`config.mk`:
```
export PLATFORM = sky130hd
export DESIGN_NAME = rf_pulse_width_code_receiver
export DESIGN_NICKNAME = d
export VERILOG_FILES = /design/src/hw/rtl/rfpw_pkg.sv /design/src/hw/rtl/rfpw_cfg_regs.sv /design/src/hw/rtl/rfpw_decoder.sv /design/src/hw/rtl/rf_pulse_width_code_receiver.sv
export SDC_FILE = /design/constraint.sdc
export NUM_CORES = 1
export LEC_CHECK = 0
export ABC_AREA = 1
export BUFFER_PORTS_ARGS = -buffer_cell sky130_fd_sc_hd__buf_2
export CAP_MARGIN = 20
export CORE_UTILIZATION = 43
export CTS_BUF_LIST = sky130_fd_sc_hd__clkbuf_8
export DETAILED_ROUTE_END_ITERATION = 7
export SKIP_CTS_REPAIR_TIMING = 1
export SLEW_MARGIN = 25
export SYNTH_ARGS = -nofsm -noshare
export SYNTH_HDL_FRONTEND = slang
export SYNTH_SLANG_ARGS = --single-unit
```
`constraint.sdc`:
```
create_clock -name clk -period 3.2 [get_ports clk]
set_input_delay 0.48 -clock clk [delete_from_list [all_inputs] [get_ports clk]]
set_output_delay 0.48 -clock clk [all_outputs]
set_load 0.02 [all_outputs]
```
`src/hw/rtl/rfpw_pkg.sv`:
```
package rfpw_pkg;

    localparam int FRAME_BITS_DEFAULT = 24;
    localparam int TIMER_BITS_DEFAULT = 16;

    localparam int GAP_W  = 16;
    localparam int CODE_W = 24;
    localparam int IDX_W  = 3;

    localparam logic [GAP_W-1:0]  MIN_GAP_RST  = 16'd5000;
    localparam logic [GAP_W-1:0]  MAX_GAP_RST  = 16'd6200;
    localparam logic [GAP_W-1:0]  ONE_MIN_RST  = 16'd120;
    localparam logic [GAP_W-1:0]  ZERO_MIN_RST = 16'd500;
    localparam logic [CODE_W-1:0] ON_CODE_RST  = {8'h44, 8'h15, 8'h33};
    localparam logic [CODE_W-1:0] OFF_CODE_RST = {8'h44, 8'h15, 8'h3C};

    typedef enum logic [IDX_W-1:0] {
        CFG_MIN_GAP  = 3'd0,
        CFG_MAX_GAP  = 3'd1,
        CFG_ONE_MIN  = 3'd2,
        CFG_ZERO_MIN = 3'd3,
        CFG_ON_CODE  = 3'd4,
        CFG_OFF_CODE = 3'd5
    } cfg_idx_t;

    typedef enum logic [2:0] {
        CLS_NONE = 3'd0,
        CLS_SYNC = 3'd1,
        CLS_ZERO = 3'd2,
        CLS_ONE  = 3'd3,
        CLS_BAD  = 3'd4,
        CLS_LONG = 3'd5
    } pulse_class_t;

    typedef struct packed {
        logic [GAP_W-1:0]  min_gap;
        logic [GAP_W-1:0]  max_gap;
        logic [GAP_W-1:0]  one_min;
        logic [GAP_W-1:0]  zero_min;
        logic [CODE_W-1:0] on_code;
        logic [CODE_W-1:0] off_code;
    } cfg_t;

    typedef struct packed {
        logic              lamp_on;
        logic              frame_done;
        logic [CODE_W-1:0] frame_code;
        pulse_class_t      pulse_class;
    } result_t;

endpackage

```
`src/hw/rtl/rfpw_cfg_regs.sv`:
```
module rfpw_cfg_regs (
    input  logic                          clk,
    input  logic                          rst_n,
    input  logic                          cfg_valid,
    output logic                          cfg_ready,
    input  logic [rfpw_pkg::IDX_W-1:0]    cfg_index,
    input  logic [rfpw_pkg::CODE_W-1:0]   cfg_data,
    output rfpw_pkg::cfg_t                cfg
);
    import rfpw_pkg::*;

    cfg_t cfg_reg;
    cfg_t cfg_next;

    assign cfg_ready = 1'b1;
    assign cfg       = cfg_reg;

    always_comb
    begin
        cfg_next = cfg_reg;
        if (cfg_valid)
        begin
            unique case (cfg_index)
                CFG_MIN_GAP:  cfg_next.min_gap  = cfg_data[GAP_W-1:0];
                CFG_MAX_GAP:  cfg_next.max_gap  = cfg_data[GAP_W-1:0];
                CFG_ONE_MIN:  cfg_next.one_min  = cfg_data[GAP_W-1:0];
                CFG_ZERO_MIN: cfg_next.zero_min = cfg_data[GAP_W-1:0];
                CFG_ON_CODE:  cfg_next.on_code  = cfg_data;
                CFG_OFF_CODE: cfg_next.off_code = cfg_data;
                default:      cfg_next = cfg_reg;
            endcase
        end
    end

    always_ff @(posedge clk or negedge rst_n)
    begin
        if (!rst_n)
        begin
            cfg_reg.min_gap  <= MIN_GAP_RST;
            cfg_reg.max_gap  <= MAX_GAP_RST;
            cfg_reg.one_min  <= ONE_MIN_RST;
            cfg_reg.zero_min <= ZERO_MIN_RST;
            cfg_reg.on_code  <= ON_CODE_RST;
            cfg_reg.off_code <= OFF_CODE_RST;
        end
        else
        begin
            cfg_reg <= cfg_next;
        end
    end

endmodule

```
`src/hw/rtl/rfpw_decoder.sv`:
```
module rfpw_decoder #(
    parameter int FRAME_BITS = rfpw_pkg::FRAME_BITS_DEFAULT,
    parameter int TIMER_BITS = rfpw_pkg::TIMER_BITS_DEFAULT
) (
    input  logic              clk,
    input  logic              rst_n,
    input  logic              step,
    input  logic              pin,
    input  rfpw_pkg::cfg_t    cfg,
    output rfpw_pkg::result_t result
);
    import rfpw_pkg::*;

    localparam int BITS_W = $clog2(FRAME_BITS + 1);
    localparam int CMP_W  = (TIMER_BITS > GAP_W) ? TIMER_BITS : GAP_W;

    logic                  last_level_reg, last_level_next;
    logic                  low_timing_reg, low_timing_next;
    logic [TIMER_BITS-1:0] low_ticks_reg,  low_ticks_next;
    logic                  in_frame_reg,   in_frame_next;
    logic [BITS_W-1:0]     bits_seen_reg,  bits_seen_next;
    logic [FRAME_BITS-1:0] shift_reg,      shift_next;
    logic                  lamp_reg,       lamp_next;

    logic [CMP_W-1:0] width;
    logic             done;
    pulse_class_t     cls;

    assign width = CMP_W'(low_ticks_reg);

    always_comb
    begin
        last_level_next = pin;
        low_timing_next = low_timing_reg;
        low_ticks_next  = low_ticks_reg;
        in_frame_next   = in_frame_reg;
        bits_seen_next  = bits_seen_reg;
        shift_next      = shift_reg;
        lamp_next       = lamp_reg;
        done            = 1'b0;
        cls             = CLS_NONE;

        if (!pin)
        begin
            if (last_level_reg)
            begin
                low_timing_next = 1'b1;
                low_ticks_next  = TIMER_BITS'(1);
            end
            else if (low_timing_reg && (low_ticks_reg != '1))
            begin
                low_ticks_next = low_ticks_reg + 1'b1;
            end
        end
        else if (!last_level_reg && low_timing_reg)
        begin
            // rising edge closes the timed low phase
            low_timing_next = 1'b0;
            low_ticks_next  = '0;
            if (width >= CMP_W'(cfg.max_gap))
            begin
                in_frame_next = 1'b0;
                cls           = CLS_LONG;
            end
            else if (in_frame_reg)
            begin
                if (width > CMP_W'(cfg.zero_min) || width > CMP_W'(cfg.one_min))
                begin
                    cls            = (width > CMP_W'(cfg.zero_min)) ? CLS_ZERO : CLS_ONE;
                    shift_next     = {shift_reg[FRAME_BITS-2:0], (cls == CLS_ONE)};
                    bits_seen_next = bits_seen_reg + 1'b1;
                    if (bits_seen_next >= BITS_W'(FRAME_BITS))
                    begin
                        if (shift_next == FRAME_BITS'(cfg.on_code))
                            lamp_next = 1'b1;
                        else if (shift_next == FRAME_BITS'(cfg.off_code))
                            lamp_next = 1'b0;
                        in_frame_next = 1'b0;
                        done          = 1'b1;
                    end
                end
                else
                begin
                    in_frame_next = 1'b0;
                    cls           = CLS_BAD;
                end
            end
            else if (width > CMP_W'(cfg.min_gap))
            begin
                in_frame_next  = 1'b1;
                bits_seen_next = '0;
                shift_next     = '0;
                cls            = CLS_SYNC;
            end
        end
    end

    always_comb
    begin
        result.lamp_on     = lamp_next;
        result.frame_done  = done;
        result.frame_code  = done ? CODE_W'(shift_next) : '0;
        result.pulse_class = cls;
    end

    always_ff @(posedge clk or negedge rst_n)
    begin
        if (!rst_n)
        begin
            last_level_reg <= 1'b1;
            low_timing_reg <= 1'b0;
            low_ticks_reg  <= '0;
            in_frame_reg   <= 1'b0;
            bits_seen_reg  <= '0;
            shift_reg      <= '0;
            lamp_reg       <= 1'b0;
        end
        else if (step)
        begin
            last_level_reg <= last_level_next;
            low_timing_reg <= low_timing_next;
            low_ticks_reg  <= low_ticks_next;
            in_frame_reg   <= in_frame_next;
            bits_seen_reg  <= bits_seen_next;
            shift_reg      <= shift_next;
            lamp_reg       <= lamp_next;
        end
    end

endmodule

```
`src/hw/rtl/rf_pulse_width_code_receiver.sv`:
```
// Pulse-width code receiver: one pin sample per timing tick goes in on the
// in channel and exactly one result comes out on the out channel for each
// sample, in order. The block takes one sample every clock cycle while no
// result is held on the out channel; the figure is set by the decoder step
// between the sample register and the result register that it loads.
// The result register and the sample register decouple the two sides, so a
// waiting result still lets one more sample in. Threshold and code registers
// are written through the cfg channel (always ready) and act at once; write
// them only while no sample is in flight. FRAME_BITS sets the code length and
// TIMER_BITS the saturating low-phase timer.
module rf_pulse_width_code_receiver #(
    parameter int FRAME_BITS = rfpw_pkg::FRAME_BITS_DEFAULT,
    parameter int TIMER_BITS = rfpw_pkg::TIMER_BITS_DEFAULT
) (
    input  logic                        clk,
    input  logic                        rst_n,
    input  logic                        cfg_valid,
    output logic                        cfg_ready,
    input  logic [rfpw_pkg::IDX_W-1:0]  cfg_index,
    input  logic [rfpw_pkg::CODE_W-1:0] cfg_data,
    input  logic                        in_valid,
    output logic                        in_ready,
    input  logic                        pin_level,
    output logic                        out_valid,
    input  logic                        out_ready,
    output logic                        lamp_on,
    output logic                        frame_done,
    output logic [rfpw_pkg::CODE_W-1:0] frame_code,
    output logic [2:0]                  pulse_class
);
    import rfpw_pkg::*;

    cfg_t    cfg;
    result_t result;
    result_t result_reg;

    logic in_valid_reg, in_valid_next;
    logic pin_reg;
    logic out_valid_reg, out_valid_next;
    logic advance;

    rfpw_cfg_regs u_cfg (
        .clk       (clk),
        .rst_n     (rst_n),
        .cfg_valid (cfg_valid),
        .cfg_ready (cfg_ready),
        .cfg_index (cfg_index),
        .cfg_data  (cfg_data),
        .cfg       (cfg)
    );

    rfpw_decoder #(
        .FRAME_BITS (FRAME_BITS),
        .TIMER_BITS (TIMER_BITS)
    ) u_decoder (
        .clk    (clk),
        .rst_n  (rst_n),
        .step   (in_valid_reg && advance),
        .pin    (pin_reg),
        .cfg    (cfg),
        .result (result)
    );

    assign advance  = !out_valid_reg || out_ready;
    assign in_ready = !in_valid_reg || advance;

    always_comb
    begin
        in_valid_next = in_valid_reg;
        if (in_valid && in_ready)
            in_valid_next = 1'b1;
        else if (advance)
            in_valid_next = 1'b0;
        out_valid_next = advance ? in_valid_reg : out_valid_reg;
    end

    always_ff @(posedge clk or negedge rst_n)
    begin
        if (!rst_n)
        begin
            in_valid_reg  <= 1'b0;
            out_valid_reg <= 1'b0;
        end
        else
        begin
            in_valid_reg  <= in_valid_next;
            out_valid_reg <= out_valid_next;
        end
    end

    always_ff @(posedge clk)
    begin
        if (in_valid && in_ready)
            pin_reg <= pin_level;
        if (in_valid_reg && advance)
            result_reg <= result;
    end

    assign out_valid   = out_valid_reg;
    assign lamp_on     = result_reg.lamp_on;
    assign frame_done  = result_reg.frame_done;
    assign frame_code  = result_reg.frame_code;
    assign pulse_class = result_reg.pulse_class;

    // a finished frame is always closed by a data bit
    assert property (@(posedge clk) disable iff (!rst_n)
        (out_valid && frame_done) |-> (pulse_class == CLS_ZERO || pulse_class == CLS_ONE))
    else $error("frame_done without a data bit");

    assert property (@(posedge clk) disable iff (!rst_n)
        (out_valid && !frame_done) |-> (frame_code == '0))
    else $error("frame_code set outside a completed frame");

    // input only stalls behind a held result
    assert property (@(posedge clk) disable iff (!rst_n)
        !in_ready |-> (out_valid && !out_ready && in_valid_reg))
    else $error("input stalled without output backpressure");

    assert property (@(posedge clk) disable iff (!rst_n)
        (out_valid && !out_ready) |=> (out_valid && $stable(result_reg)))
    else $error("held result changed");

endmodule

```
==> run_results.csv <==
group,metric,value,unit
status,status,"complete, no violations",
routing,via_per_inst,4.95,
placed_design,gp_congestion,0.882,
synthesis,syn-num-nets,1297,
die,die_h,158,um
sta,period_needed,2.95,ns
critical_path,rrSetupSlack,0.25,ns
cts,numCtsBuffers,17,
cells_and_area,layout_common_cells,"nand2_1, inv_1, o21ai_0",
cells_and_area,final_common_cell,"nand2_1",
worst_hold_path,hold_path_class,"input pin to flip-flop",
global_route,antenna_found_initial,0,
job,cap_violations,0,
sta,slew_violations,0,
synthesis,yosysWarningCount,0,
global_route,first_global_vias,7603,
cts,root_buffer,"clkbuf_8",
power,power.density,579,nW/um2
sta,finalSetupViolations,0,
die,die_area,24800,um2
synthesis,synth.distinct_cells,48,
worst_hold_path,whs_path_depth,1,
sta,setup_tns,0,ns
routing,drt_wl_total,24800,um
power,p_sw,0.00243,W
critical_path,path_cells,"inv_1 -> ha_1 -> a21oi_1 -> a21oi_1 -> nor2_1 -> nand3_1 -> inv_1 -> nand2_2 -> nor2_8 -> nand2_4 -> a31oi_1",
routing,drc,0,
synthesis,ys_seq_area_share,48.3,%
worst_hold_path,hp-start,"pin_level",
cts,clkSinkCount,193,
die,start_util,44.1,%
die,dieWidth,158,um
critical_path,cp.required,3.52,ns
power,p_sw_share,36.7,%
routing,drt_iter0_markers,521,
sta,rsz0062_at_grt,"no",
sta,fmax,339,MHz
cts,cts_tree,"done",
power,vdd_drop_max,0.283,mV
power,p_clk_share,23.7,%
sta,hold_violations,0,
routing,drt_first_pass_iters,5,
power,comb_power_share,25.5,%
sta,finalCritPeriodShare,92.2,%
worst_hold_path,hold_path_end,"pin_reg",
critical_path,crit_path_start_kind,"flip-flop",
synthesis,syn-instance-count,1197,
critical_path,crit_path_end_kind,"flip-flop",
routing,antenna_left,0,
power,power.total,0.00663,W
cells_and_area,area_growth,10.0,%
critical_path,reg2reg_to,"frame_code[11]",
global_route,grtUsageTotal,21.6,%
routing,vias,7884,
placed_design,port_buffers,63,
die,coreArea,23600,um2
critical_path,arrival,3.27,ns
global_route,grt_max_degree,62,
critical_path,r2r_cells,11,
cells_and_area,layout-drive-gt1-share,16.5,%
power,p_seq_share,50.8,%
synthesis,synth_area_per_cell,8.70,um2
cells_and_area,n_antenna_cell,0,
routing,wl_per_cell,15.6,um
die,rows,56,
cts,insertion_delay,0.49,ns
sta,slew_headroom,34.9,%
critical_path,r2r_start,"u_cfg.cfg[91]",
global_route,grt_overflow,0,
synthesis,synth-seq-cells,193,
sta,skew,0.0190,ns
synthesis,synthesis.area,10400,um2
placed_design,hpwl,18400,um
cells_and_area,fin_nets,1361,
cells_and_area,largest_register_ffs,112,
cts,clock_path_buffers,2,
die,ios,65,
power,intPower,0.00420,W
sta,worst_pin_slew,0.973,ns
critical_path,cp_slowest_stage_delay,0.54,ns
critical_path,crit_path_start,"u_cfg.cfg[91]",
power,leakage,5.70,nW
cts,cts-htree-levels,4,
global_route,grt_pass1_wl,41000,um
critical_path,path_class,"flip-flop to flip-flop",
cts,clkTransAtPathRegs,0.10,ns
critical_path,crit_fanout,25,
critical_path,crit_slowest_cell,"dfstp_2",
## worst max-delay path by stage
stage,endpoint,depth (start not counted),slack (ns)
floorplan,frame_code[10],16,0.97
global placement,frame_code[23],13,0.42
detailed placement,frame_code[23],13,0.32
CTS,frame_code[11],11,0.29
global route,frame_code[11],13,0.11
finish,frame_code[11],11,0.25
## stage by stage
stage	area [um2]	util [%]	instances	setup slack (ns)	hold slack [ns]
6_report	11500	48.5	1593	0.249	0.181
5_1_grt	11500	48.5	1593	0.111	0.160
4_1_cts	11400	48.5	1592	0.286	-0.0817
3_5_place_dp	11100	46.9	1560	0.320	0.464
3_3_place_gp	11100	46.9	1560	0.424	0.460
2_1_floorplan	10400	-	1197	0.968	0.184
## cell type report
type | count | area [um2]
clock buffers | 17 | 234
clock inverters | 15 | 140
repair buffers | 80 | 464
multi-input cells | 817 | 4620
inverters | 152 | 571
flip-flops and latches | 193 | 5030
fillers | 2356 | 12200
well taps | 319 | 399
## Yosys cell counts, drive strengths merged
cell     count  area, um2
nand2      348       1430
inv        152        571
o21ai      137        704
dfrtp      124       3100
a21oi       69        405
ha          67        838
nor2        51        215
dfstp       39       1020
edfxtp      30        901
nand3       30        168
xnor2       27        236
clkbuf      25       93.8
nand4       22        138
xor2        16        140
nor3        13       70.1
buf         10        101
or2          9       56.3
a31oi        5       31.3
o211ai       3       27.5
o21a         3       22.5
o22ai        3       18.8
a21o         2       15.0
nor3b        2       15.0
nor4         2       27.5
o2111ai      2       17.5
a211oi       1       7.51
a22oi        1       7.51
conb         1       3.75
nand3b       1       7.51
o21bai       1       7.51
o31ai        1       7.51
## critical path, delay by kind of cell, from the launching register on
family,cells,cell delay [ns]
simple gates,5,1.14
flops,1,0.54
compound gates,3,0.52
fa+ha+maj,1,0.30
buf+inv,2,0.28
## logic make-up (layout without fill, tap and decap cells)
| kind of cell | Yosys count | count (layout) | synth area share [%] |
|---|---|---|---|
| AND/OR/NAND/NOR | 478 | 478 | 20.4 |
| other | 1 | 1 | 0.0360 |
| XOR/XNOR | 43 | 43 | 3.62 |
| adder cells (fa/ha/maj) | 67 | 67 | 8.05 |
| AO/OA/AOI/OAI | 228 | 228 | 12.2 |
| flip-flops | 193 | 193 | 48.3 |
| buffers and inverters | 187 | 264 | 7.35 |
## power by group through the flow
| stage | logic [W] | clock network [W] | registers, W |
|---|---|---|---|
| 3_3_place_gp | 0.00167 | 0 | 0.00340 |
| 5_1_grt | 0.00198 | 0.00171 | 0.00342 |
| 6_report | 0.00169 | 0.00157 | 0.00337 |
| 2_1_floorplan | 0.00123 | 0 | 0.00332 |
| 4_1_cts | 0.00171 | 0.00162 | 0.00336 |
| 3_5_place_dp | 0.00171 | 0 | 0.00340 |
## per-layer routing
metal	vias to the layer above	GRT usage [%]	part of all wire, %
met1	3707	31.9	51
li1	4009	-	-
met4	0	4.35	0.77
met3	13	3.39	4.4
met5	-	0	0
met2	155	33.3	44
(Power assumes the default switching activity.)
